## src/hdl/cif_pkg.sv

```systemverilog
`timescale 1ns / 1ps
// ----------------------------------------------------------------------------
// cif_pkg: shared types and constants of the complex IIR filter
// Sample and coefficient formats, accumulator widths, register indexes and
// the rounding / saturation function used by both real and imaginary paths.
// ----------------------------------------------------------------------------
package cif_pkg;

  // Filter geometry and number formats
  localparam int ORDER       = 3;
  localparam int SAMPLE_BITS = 16;               // Q1.15 samples
  localparam int COEF_BITS   = 18;               // Q4.14 coefficients
  localparam int FRAC_SHIFT  = COEF_BITS - 4;    // extra fraction bits of a product
  localparam int NUM_TAPS    = 4;                // b0..b3 registers
  localparam int DEN_TAPS    = 3;                // a1..a3 registers

  // Arithmetic widths
  localparam int PROD_W = SAMPLE_BITS + COEF_BITS;   // one product
  localparam int FF_W   = PROD_W + 2;                // sum of up to four products
  localparam int FB_W   = PROD_W + 1;                // sum of up to two products
  localparam int ACC_W  = PROD_W + 4;                // full recursion sum
  localparam int SH_W   = ACC_W - FRAC_SHIFT;        // accumulator after the shift

  typedef logic signed [SAMPLE_BITS-1:0] samp_t;
  typedef logic signed [COEF_BITS-1:0]   coef_t;
  typedef logic signed [PROD_W-1:0]      prod_t;
  typedef logic signed [FF_W-1:0]        ff_t;
  typedef logic signed [FB_W-1:0]        fb_t;
  typedef logic signed [ACC_W-1:0]       acc_t;

  // Configuration register map
  localparam int REG_W = 3;
  typedef logic [REG_W-1:0] reg_idx_t;

  localparam reg_idx_t REG_NUM_COEF_0 = 3'd0;
  localparam reg_idx_t REG_NUM_COEF_1 = 3'd1;
  localparam reg_idx_t REG_NUM_COEF_2 = 3'd2;
  localparam reg_idx_t REG_NUM_COEF_3 = 3'd3;
  localparam reg_idx_t REG_DEN_COEF_1 = 3'd4;
  localparam reg_idx_t REG_DEN_COEF_2 = 3'd5;
  localparam reg_idx_t REG_DEN_COEF_3 = 3'd6;

  // b0 resets to 1.0, everything else to zero
  localparam coef_t NUM_COEF_0_RESET = coef_t'(2 ** FRAC_SHIFT);

  // Rounding and saturation constants
  localparam acc_t  ROUND_ADD = acc_t'(2 ** (FRAC_SHIFT - 1));
  localparam samp_t SAMP_MAX  = {1'b0, {(SAMPLE_BITS-1){1'b1}}};
  localparam samp_t SAMP_MIN  = {1'b1, {(SAMPLE_BITS-1){1'b0}}};

  typedef struct packed {
    samp_t y;
    logic  clip;
  } sat_t;

  // Round to nearest (ties up), drop the fraction bits, saturate to a sample
  function automatic sat_t round_sat(acc_t a);
    acc_t            r;
    logic [SH_W-1:0] s;
    sat_t            o;
    r = a + ROUND_ADD;
    s = r[ACC_W-1:FRAC_SHIFT];
    if ((&s[SH_W-1:SAMPLE_BITS-1]) || !(|s[SH_W-1:SAMPLE_BITS-1])) begin
      o.y    = s[SAMPLE_BITS-1:0];
      o.clip = 1'b0;
    end else begin
      o.y    = s[SH_W-1] ? SAMP_MIN : SAMP_MAX;
      o.clip = 1'b1;
    end
    return o;
  endfunction

endpackage

```

## src/hdl/cif_recur.sv

```systemverilog
`timescale 1ns / 1ps
// ----------------------------------------------------------------------------
// cif_recur: feedback recursion of one part (real or imaginary)
// Combines the feedforward sum with the feedback terms, rounds and
// saturates. The older feedback terms are summed ahead into a register so
// that only the newest output passes a multiplier inside the loop.
// ----------------------------------------------------------------------------
module cif_recur (
  input  logic           clk_i,
  input  logic           rst_ni,
  input  logic           step_i,
  input  logic           restart_i,
  input  cif_pkg::ff_t   ff_i,
  input  cif_pkg::samp_t y_tap_i [1:cif_pkg::ORDER],
  input  cif_pkg::coef_t den_i [1:cif_pkg::ORDER],
  output cif_pkg::samp_t y_o,
  output logic           clip_o
);

  cif_pkg::fb_t  fbs_d, fbs_q;
  cif_pkg::prod_t a1y;
  cif_pkg::acc_t acc;
  cif_pkg::sat_t res;

  // Older feedback terms for the next item: on a step the history moves by one
  always_comb begin
    cif_pkg::samp_t yop;
    cif_pkg::prod_t p;
    fbs_d = '0;
    for (int k = 2; k <= cif_pkg::ORDER; k++) begin
      yop   = step_i ? y_tap_i[k-1] : y_tap_i[k];
      p     = den_i[k] * yop;
      fbs_d = fbs_d + cif_pkg::fb_t'(p);
    end
  end

  always_ff @(posedge clk_i or negedge rst_ni) begin
    if (!rst_ni) begin
      fbs_q <= '0;
    end else begin
      fbs_q <= fbs_d;
    end
  end

  // Loop path: newest output times a1, then round and saturate
  assign a1y = den_i[1] * y_tap_i[1];

  always_comb begin
    acc = cif_pkg::acc_t'(ff_i) - cif_pkg::acc_t'(a1y);
    if (!restart_i) begin
      acc = acc - cif_pkg::acc_t'(fbs_q);
    end
    res = cif_pkg::round_sat(acc);
  end

  assign y_o    = res.y;
  assign clip_o = res.clip;

endmodule

```

## config.mk

```make
export PLATFORM = sky130hd
export DESIGN_NAME = cif_recur
export DESIGN_NICKNAME = d
export VERILOG_FILES = /design/src/hdl/cif_pkg.sv /design/src/hdl/cif_recur.sv
export SDC_FILE = /design/constraint.sdc
export NUM_CORES = 2
export LEC_CHECK = 0
export BUFFER_PORTS_ARGS = -buffer_cell sky130_fd_sc_hd__buf_2
export CAP_MARGIN = 20
export CORE_AREA = 2 2 272 274
export DETAILED_ROUTE_END_ITERATION = 7
export DIE_AREA = 0 0 274 276
export HOLD_SLACK_MARGIN = 0.06
export PLACE_DENSITY_LB_ADDON = 0.3
export SYNTH_ARGS = -nofsm -noshare
export SYNTH_HDL_FRONTEND = slang
export SYNTH_SLANG_ARGS = --single-unit
```

## constraint.sdc

```tcl
create_clock -name clk_i -period 11.7 [get_ports clk_i]
set_input_delay 0.585 -clock clk_i [delete_from_list [all_inputs] [get_ports clk_i]]
set_output_delay 0.585 -clock clk_i [all_outputs]
set_load 0.01 [all_outputs]
```

==> results.json <==
{
  "io_pins": 159,
  "reg.largest.list": "fbs_q (35)",
  "status": "finished clean",
  "cts_sinks": 35,
  "routed-via-count": 29330,
  "gp_congestion": 0.9149,
  "crit_required_ps": 11120,
  "synth-seq-cells": 35,
  "synth.net_count": 5831,
  "synth_ff_type": "dfrtp_1",
  "setup_viol_count_final": 0,
  "path_common_cell": "fa_1",
  "drt_iter0_markers": 1702,
  "synthTopCellsByArea": "fa_1 50%, inv_1 11%, ha_1 9.2%",
  "worstPathMaxFanout": 19,
  "grt_pass1_vias": 31790,
  "synth_edf_count": 0,
  "max_cap_viol_count": 0,
  "drive_gt1_share_pct": 7.091,
  "wl_per_cell_um": 18.13,
  "drc": 0,
  "drt-total-wl_um": 97940,
  "cp-start-kind": "input pin",
  "synth_common_cells": "1,171 x inv_1, 992 x fa_1, 566 x nand2_1, 293 x ha_1, 220 x and2_1",
  "routed_via_density": 5.429,
  "largest_reg_flops": 35,
  "ctsHoldBuffers": 0,
  "arrival_ps": 10540,
  "slowest_stage": "fa_1",
  "core_area_um2": 72590,
  "syn_inst": 4404,
  "placed_cells": 5391,
  "tritoncts": "yes",
  "hold_class": "input pin to async pin",
  "rows": 99,
  "synth_cell_types": 103,
  "initial_utilization_pct": 54.70,
  "die_h_um": 276,
  "fin_ws_ps": 578.3,
  "fmax_ghz": 0.08991,
  "dp_slack_ps": 293.6,
  "path_class": "input pin to output pin",
  "clockBufferDepth": 2,
  "nets": 5868,
  "yosysMostFrequentCell": "inv_1",
  "grt_max_degree": 54,
  "io_buffers": 158,
  "synth_top_area_share_pct": 50.02,
  "clk_pin_slew_ps": 60,
  "top_register": "fbs_q",
  "yosysSeqAreaShare_pct": 2.206,
  "ant_nets": 0,
  "tightest_slew_ps": 1075,
  "antenna_found_initial": 0,
  "final_max_slew_viol_count": 0,
  "synth.avg_cell_area_um2": 9.016,
  "rsz0062_at_grt": "no",
  "async_flop_share_pct": 100.0,
  "layout_min_cycle_time_ps": 11120,
  "syn_area_um2": 39710,
  "yosysTopAreaCell": "fa_1",
  "area_growth_pct": 4.408,
  "die_area_um2": 75620,
  "cts_buffers": 5,
  "yosys_warnings": 0,
  "clock_tree.htree_level_count": 2,
  "endpoint_kind": "output pin",
  "grt_overflow": 0,
  "cts.root.buffer_cell": "clkbuf_16",
  "die_width_um": 274,
  "grt_pass1_wl_um": 164500,
  "finalSetupTns_ps": 0,
  "place_hpwl_um": 85330,
  "min_period_over_period_pct": 95.06,
  "finalHoldViolCount": 0,
  "relSlewSlack_pct": 26.29,
  "stdcell_count": 5402,
  "grt_use_total_pct": 27.52,
  "dr.pass1.iters": 8,
  "critPathMaxStageDelay_ps": 540
}
-- final timing paths --
check / start / to / slack [ps]
max in group asynchronous: rst_ni / fbs_q[32] / 10790
min in group clk_i: den_i[18] / fbs_q[0] / 930
max: y_tap_i[35] / y_o[2] / 580
min: rst_ni / fbs_q[3] / 370
-- timing repair --
action                                 CTS  global route
setup endpoints to repair                0            17
endpoints found under the hold margin    0             0
resized for setup                        0            14
buffers inserted                         0             2
-- routing by layer --
layer	GRT usage [%]	part of all wire [%]	vias to the layer above	wire length, um
met1	35.64	40	15200	38700
met3	2.979	5.4	179	5261
li1	-	-	13100	-
met4	9.838	4.4	0	4282
met2	47.79	51	851	49690
met5	0	0	-	0
-- placed cells by master (no fill, tap or decap), types with 16 or more instances in the layout --
master    Yosys  final
a211oi_1     18     17
a21o_1       46     46
a21oi_1      94     93
a31oi_1      16     16
and2_1      220    220
buf_2         2    158
buf_4         0     22
dfrtp_1      35     35
fa_1        992    992
ha_1        293    292
inv_1      1171   1169
mux2_2       32     32
nand2_1     566    566
nand2b_1     20     20
nand3_1      38     38
nand4_1      20     20
nor2_1       82     82
nor2b_1     125    125
nor3_1       21     21
o211ai_1     16     16
o21a_1       20     20
o21ai_0      62     61
o21bai_1     17     17
or2_2        37     37
xnor2_1      89     89
xor2_1       29     29
-- per-stage QoR --
stage | instance area [um2] | hold slack (ps) | utilization (%)
2_1_floorplan | 39710 | 289.4 | -
3_3_place_gp | 41250 | 699.3 | 56.82
3_5_place_dp | 41250 | 712.8 | 56.82
4_1_cts | 41390 | 400.2 | 57.02
5_1_grt | 41450 | 467.5 | 57.11
6_report | 41460 | 372.4 | 57.11
-- worst max-delay path, delay by kind of cell --
family,cells,cell delay (ps)
AOI/OAI and AO/OA,11,3040
xor gates and xnor gates,1,250
adders and majority gates,8,3700
buffers and inverters,7,1020
and+or+nand+nor,9,1900
-- cell families after synthesis --
| kind of cell | Yosys count | share of synthesized area (%) |
|---|---|---|
| multiplexers | 49 | 1.346 |
| AO/OA/AOI/OAI | 385 | 6.649 |
| AND/OR/NAND/NOR | 1209 | 15.29 |
| adder cells (fa/ha/maj) | 1285 | 59.25 |
| XOR/XNOR | 119 | 2.663 |
| flip-flops | 35 | 2.206 |
| buffers and inverters | 1322 | 12.60 |
-- area by class of cell --
type / count / area [um2]
Multi-Input combinational cell: 3047 / 33870
Inverter: 1172 / 4407
Clock inverter: 2 / 12.51
Timing Repair Buffer: 180 / 955.9
Tap cell: 959 / 1200
Sequential cell: 35 / 875.8
Antenna cell: 1 / 2.502
Clock buffer: 6 / 128.9
Fill cell: 6563 / 31130
Power is not shown: default switching activity piles up to over one toggle a cycle in this logic, so the estimate is an artifact.
