<file path="src/hdl/cif_pkg.sv">
`timescale 1ns / 1ps
// ----------------------------------------------------------------------------
// cif_pkg: shared types and constants of the complex IIR filter
// Sample and coefficient formats, accumulator widths, register indexes and
// the rounding / saturation function used by both real and imaginary paths.
// ----------------------------------------------------------------------------
package cif_pkg;

  // Filter geometry and number formats
  localparam int ORDER       = 3;
  localparam int SAMPLE_BITS = 16;               // Q1.15 samples
  localparam int COEF_BITS   = 18;               // Q4.14 coefficients
  localparam int FRAC_SHIFT  = COEF_BITS - 4;    // extra fraction bits of a product
  localparam int NUM_TAPS    = 4;                // b0..b3 registers
  localparam int DEN_TAPS    = 3;                // a1..a3 registers

  // Arithmetic widths
  localparam int PROD_W = SAMPLE_BITS + COEF_BITS;   // one product
  localparam int FF_W   = PROD_W + 2;                // sum of up to four products
  localparam int FB_W   = PROD_W + 1;                // sum of up to two products
  localparam int ACC_W  = PROD_W + 4;                // full recursion sum
  localparam int SH_W   = ACC_W - FRAC_SHIFT;        // accumulator after the shift

  typedef logic signed [SAMPLE_BITS-1:0] samp_t;
  typedef logic signed [COEF_BITS-1:0]   coef_t;
  typedef logic signed [PROD_W-1:0]      prod_t;
  typedef logic signed [FF_W-1:0]        ff_t;
  typedef logic signed [FB_W-1:0]        fb_t;
  typedef logic signed [ACC_W-1:0]       acc_t;

  // Configuration register map
  localparam int REG_W = 3;
  typedef logic [REG_W-1:0] reg_idx_t;

  localparam reg_idx_t REG_NUM_COEF_0 = 3'd0;
  localparam reg_idx_t REG_NUM_COEF_1 = 3'd1;
  localparam reg_idx_t REG_NUM_COEF_2 = 3'd2;
  localparam reg_idx_t REG_NUM_COEF_3 = 3'd3;
  localparam reg_idx_t REG_DEN_COEF_1 = 3'd4;
  localparam reg_idx_t REG_DEN_COEF_2 = 3'd5;
  localparam reg_idx_t REG_DEN_COEF_3 = 3'd6;

  // b0 resets to 1.0, everything else to zero
  localparam coef_t NUM_COEF_0_RESET = coef_t'(2 ** FRAC_SHIFT);

  // Rounding and saturation constants
  localparam acc_t  ROUND_ADD = acc_t'(2 ** (FRAC_SHIFT - 1));
  localparam samp_t SAMP_MAX  = {1'b0, {(SAMPLE_BITS-1){1'b1}}};
  localparam samp_t SAMP_MIN  = {1'b1, {(SAMPLE_BITS-1){1'b0}}};

  typedef struct packed {
    samp_t y;
    logic  clip;
  } sat_t;

  // Round to nearest (ties up), drop the fraction bits, saturate to a sample
  function automatic sat_t round_sat(acc_t a);
    acc_t            r;
    logic [SH_W-1:0] s;
    sat_t            o;
    r = a + ROUND_ADD;
    s = r[ACC_W-1:FRAC_SHIFT];
    if ((&s[SH_W-1:SAMPLE_BITS-1]) || !(|s[SH_W-1:SAMPLE_BITS-1])) begin
      o.y    = s[SAMPLE_BITS-1:0];
      o.clip = 1'b0;
    end else begin
      o.y    = s[SH_W-1] ? SAMP_MIN : SAMP_MAX;
      o.clip = 1'b1;
    end
    return o;
  endfunction

endpackage

</file>
<file path="src/hdl/cif_tap.sv">
`timescale 1ns / 1ps
// ----------------------------------------------------------------------------
// cif_tap: one delay cell of the filter history
// Holds one past input and one past output sample (real and imaginary),
// passes them to the next cell on each shift and forms its feedforward
// products. A clear zeroes what the cell hands on and contributes.
// ----------------------------------------------------------------------------
module cif_tap (
  input  logic            clk_i,
  input  logic            rst_ni,
  input  logic            x_shift_i,
  input  logic            x_clr_i,
  input  logic            y_shift_i,
  input  logic            y_clr_i,
  input  cif_pkg::samp_t  x_re_i,
  input  cif_pkg::samp_t  x_im_i,
  input  cif_pkg::samp_t  y_re_i,
  input  cif_pkg::samp_t  y_im_i,
  input  cif_pkg::coef_t  num_i,
  output cif_pkg::samp_t  x_re_o,
  output cif_pkg::samp_t  x_im_o,
  output cif_pkg::samp_t  y_re_o,
  output cif_pkg::samp_t  y_im_o,
  output cif_pkg::prod_t  prod_re_o,
  output cif_pkg::prod_t  prod_im_o
);

  cif_pkg::samp_t x_re_q, x_im_q;
  cif_pkg::samp_t y_re_q, y_im_q;

  // Input history, advances once per accepted item
  always_ff @(posedge clk_i or negedge rst_ni) begin
    if (!rst_ni) begin
      x_re_q <= '0;
      x_im_q <= '0;
    end else if (x_shift_i) begin
      x_re_q <= x_re_i;
      x_im_q <= x_im_i;
    end
  end

  // Output history, advances once per produced result
  always_ff @(posedge clk_i or negedge rst_ni) begin
    if (!rst_ni) begin
      y_re_q <= '0;
      y_im_q <= '0;
    end else if (y_shift_i) begin
      y_re_q <= y_re_i;
      y_im_q <= y_im_i;
    end
  end

  // Cleared history reads as zero
  assign x_re_o = x_clr_i ? '0 : x_re_q;
  assign x_im_o = x_clr_i ? '0 : x_im_q;
  assign y_re_o = y_clr_i ? '0 : y_re_q;
  assign y_im_o = y_clr_i ? '0 : y_im_q;

  // Feedforward products of this tap
  assign prod_re_o = num_i * x_re_o;
  assign prod_im_o = num_i * x_im_o;

endmodule

</file>
<file path="config.mk">
export PLATFORM = sky130hd
export DESIGN_NAME = cif_tap
export DESIGN_NICKNAME = d
export VERILOG_FILES = /design/src/hdl/cif_pkg.sv /design/src/hdl/cif_tap.sv
export SDC_FILE = /design/constraint.sdc
export NUM_CORES = 2
export LEC_CHECK = 0
export BUFFER_PORTS_ARGS = -buffer_cell sky130_fd_sc_hd__buf_4
export CAP_MARGIN = 5
export CORE_MARGIN = 2
export CORE_UTILIZATION = 25
export DETAILED_ROUTE_END_ITERATION = 10
export HOLD_SLACK_MARGIN = 0.02
export SKIP_LAST_GASP = 1
export SYNTH_ARGS = -nofsm -noshare
export SYNTH_HDL_FRONTEND = slang
export SYNTH_SLANG_ARGS = --single-unit
</file>
<file path="constraint.sdc">
create_clock -name clk_i -period 10.7 [get_ports clk_i]
set_input_delay 1.07 -clock clk_i [delete_from_list [all_inputs] [get_ports clk_i]]
set_output_delay 1.07 -clock clk_i [all_outputs]
set_load 0.01 [all_outputs]
</file>
==> results.ini <==
[status]
status = finished clean

[placed_design]
place_congestion = 0.8178
dpl.hpwl_mm = 52.74
io_buffers = 219

[finish]
nets = 3617
final_common_cell = inv_1
drive_gt1_frac = 0.1298
layout_common_cells = inv_1, fa_1, nand2_1
antenna_cells = 0
synthToLayoutAreaGrowth_pct = 13.49

[routing]
postRouteWirelength_mm = 64.13
detail_route.vias_per_cell = 4.347
drc_errors = 0
ant_nets = 0
first_pass_iters = 6
vias = 17642
post_drt_wl_per_cell_um = 15.80
drt_iter0_drc = 965

[critical_path]
crit_fanout = 32
crit_path_max_incr_delay_ns = 0.75
crit_top_cell = fa_1
cp.depth = 25
worstPathRequired_ns = 9.63
start_kind = input port
critical_path_buf_inv_count = 7
crit_family = adder cells
r2r_cells = 1
slowest_stage = nor2b_1
critPathCaptureType = output port
cp.arrival_ns = 8.41
path_class = in -> out

[sta]
worst_clock_skew_ns = 0
tns_ns = 0
maxSlewViolCount = 0
max_clock_freq_mhz = 105.5
period_minus_slack_ns = 9.476
min_period_over_period = 0.8856
setup_viol = 0
grt_setup_unrepaired = false
report.final.hold_viol_count = 0
tightestPinTransition_ns = 1.302
slew_headroom = 0.1300

[hold_path]
hold_depth = 1
hp-class = reg -> reg

[yosys]
synthSimpleGateAreaFrac = 0.1591
synth_top_family_by_area = adder cells
async_flop_share = 1.000
netlist_area_um2 = 24540
synth_top_area_share = 0.4731
synth_edf_count = 0
synthFlopType = dfrtp_1
synthAdderAreaFrac = 0.5608
ys_types = 53
yosys.area_share.xor_xnor = 0.02427
ys_seq_area_frac = 0.06526
netlist.top_cell.by_area = fa_1
synth_area_per_cell_um2 = 9.282
synth_fp_nets = 3484
muxShareOfSynthArea = 0.03105
synth.area.top_cells = fa_1, inv_1, ha_1
synth_compound_area_frac = 0.04079
synthCells = 2644
ys_ff_latch = 64
ys_warn_count = 0

[grt]
grt_first_pass_wirelength_mm = 104.6
antenna_found_initial = 1
grt_max_degree = 65
grt_util_all_layers = 0.1329
grt_pass1_vias = 18601
grt_remaining_overflow = 0

[clocking]
clk_pin_slew_ns = 0.05
clockRootBuffer = clkbuf_16
hold_buffers = 0
cts.sinks = 64
tritoncts.num_buffers = 9
h-tree-depth = 3
cts_tree = yes
post-cts-setup-buffer-count = 0
clk_latency_ns = 0.33
clockBufferDepth = 2
cts_resized = 0

[die]
die_w_um = 317.3
fp.dieH_um = 317.3
core_area_um2 = 96990
die-area_um2 = 100700
initial_core_util = 0.2530
rows = 114
ioPinCount = 220

[flow_run]
max-cap-violations = 0

[layout make-up]
cell class / count / area (um^2)
fillers: 10336 / 69140
multi-input cells: 1804 / 20040
inverters: 644 / 2417
repair buffers: 254 / 1907
flip-flops and latches: 64 / 1602
well taps: 1276 / 1597
clock buffers: 13 / 270.3
clock inverters: 3 / 15.01
[kinds of logic (layout without fill, tap and decap cells)]
logic type	Yosys count	in the layout
AND/OR/NAND/NOR	763	763
XOR/XNOR	68	68
multiplexers	68	68
adder cells (fa/ha/maj)	752	752
AO/OA/AOI/OAI	153	153
flip-flops	64	64
buffers and inverters	776	914
[per-layer routing]
| metal | global-route usage | wire, um | vias up |
|---|---|---|---|
| met3 | 0.01467 | 3117 | 68 |
| met1 | 0.1740 | 26600 | 9213 |
| met4 | 0.02561 | 1381 | 2 |
| met5 | 0 | 13 | - |
| met2 | 0.2367 | 33020 | 409 |
| li1 | - | - | 7950 |
[sequential cells by signal, summed over array words and instances, names as in the netlist]
register,cells
y_im_q,16
y_re_q,16
x_re_q,16
x_im_q,16
[synthesized netlist by cell type, types with 6 or more instances]
master and count:
nand2_1 290, and2_1 279, xor2_1 16, clkbuf_1 124, nand2b_1 8, or2_2 14, o21a_1 6, mux2_2 65
nor2b_1 68, buf_1 8, a211oi_1 6, a21oi_1 51, ha_1 172, inv_1 644, fa_1 580, dfrtp_1 64
nand3_1 15, nor2_1 57, a21o_1 33, o21bai_1 7, xnor2_1 52, o21ai_0 21
[path summary, 6_finish.rpt]
check / start / end / slack, ns
hold reg to reg: y_re_q[3]$_DFFE_PN0P_ / y_re_q[3]$_DFFE_PN0P_ / 0.50
hold / removal: y_re_q[3]$_DFFE_PN0P_ / y_re_q[3]$_DFFE_PN0P_ / 0.50
setup reg to reg: x_im_q[8]$_DFFE_PN0P_ / x_im_q[8]$_DFFE_PN0P_ / 9.77
min in group asynchronous: rst_ni / y_im_q[8]$_DFFE_PN0P_ / 0.84
setup / recovery: x_clr_i / prod_re_o[31] / 1.22
max in group asynchronous: rst_ni / x_im_q[3]$_DFFE_PN0P_ / 9.33
[per-stage QoR]
| stage | instances | area [um^2] | setup WS [ns] | util | hold WS [ns] |
|---|---|---|---|---|---|
| after global placement | 4042 | 27570 | 1.394 | 0.2842 | 0.4815 |
| final | 4058 | 27850 | 1.224 | 0.2872 | 0.4970 |
| after detailed placement | 4042 | 27570 | 1.236 | 0.2842 | 0.4872 |
| after CTS | 4058 | 27850 | 1.223 | 0.2872 | 0.4988 |
| after global routing | 4058 | 27850 | 0.8433 | 0.2872 | 0.5066 |
| after floorplan | 2644 | 24540 | 2.336 | - | 0.4727 |
Power is left out: the tool's default activity adds up to more than one toggle a clock period on the data nets, which glitch-free logic cannot reach.
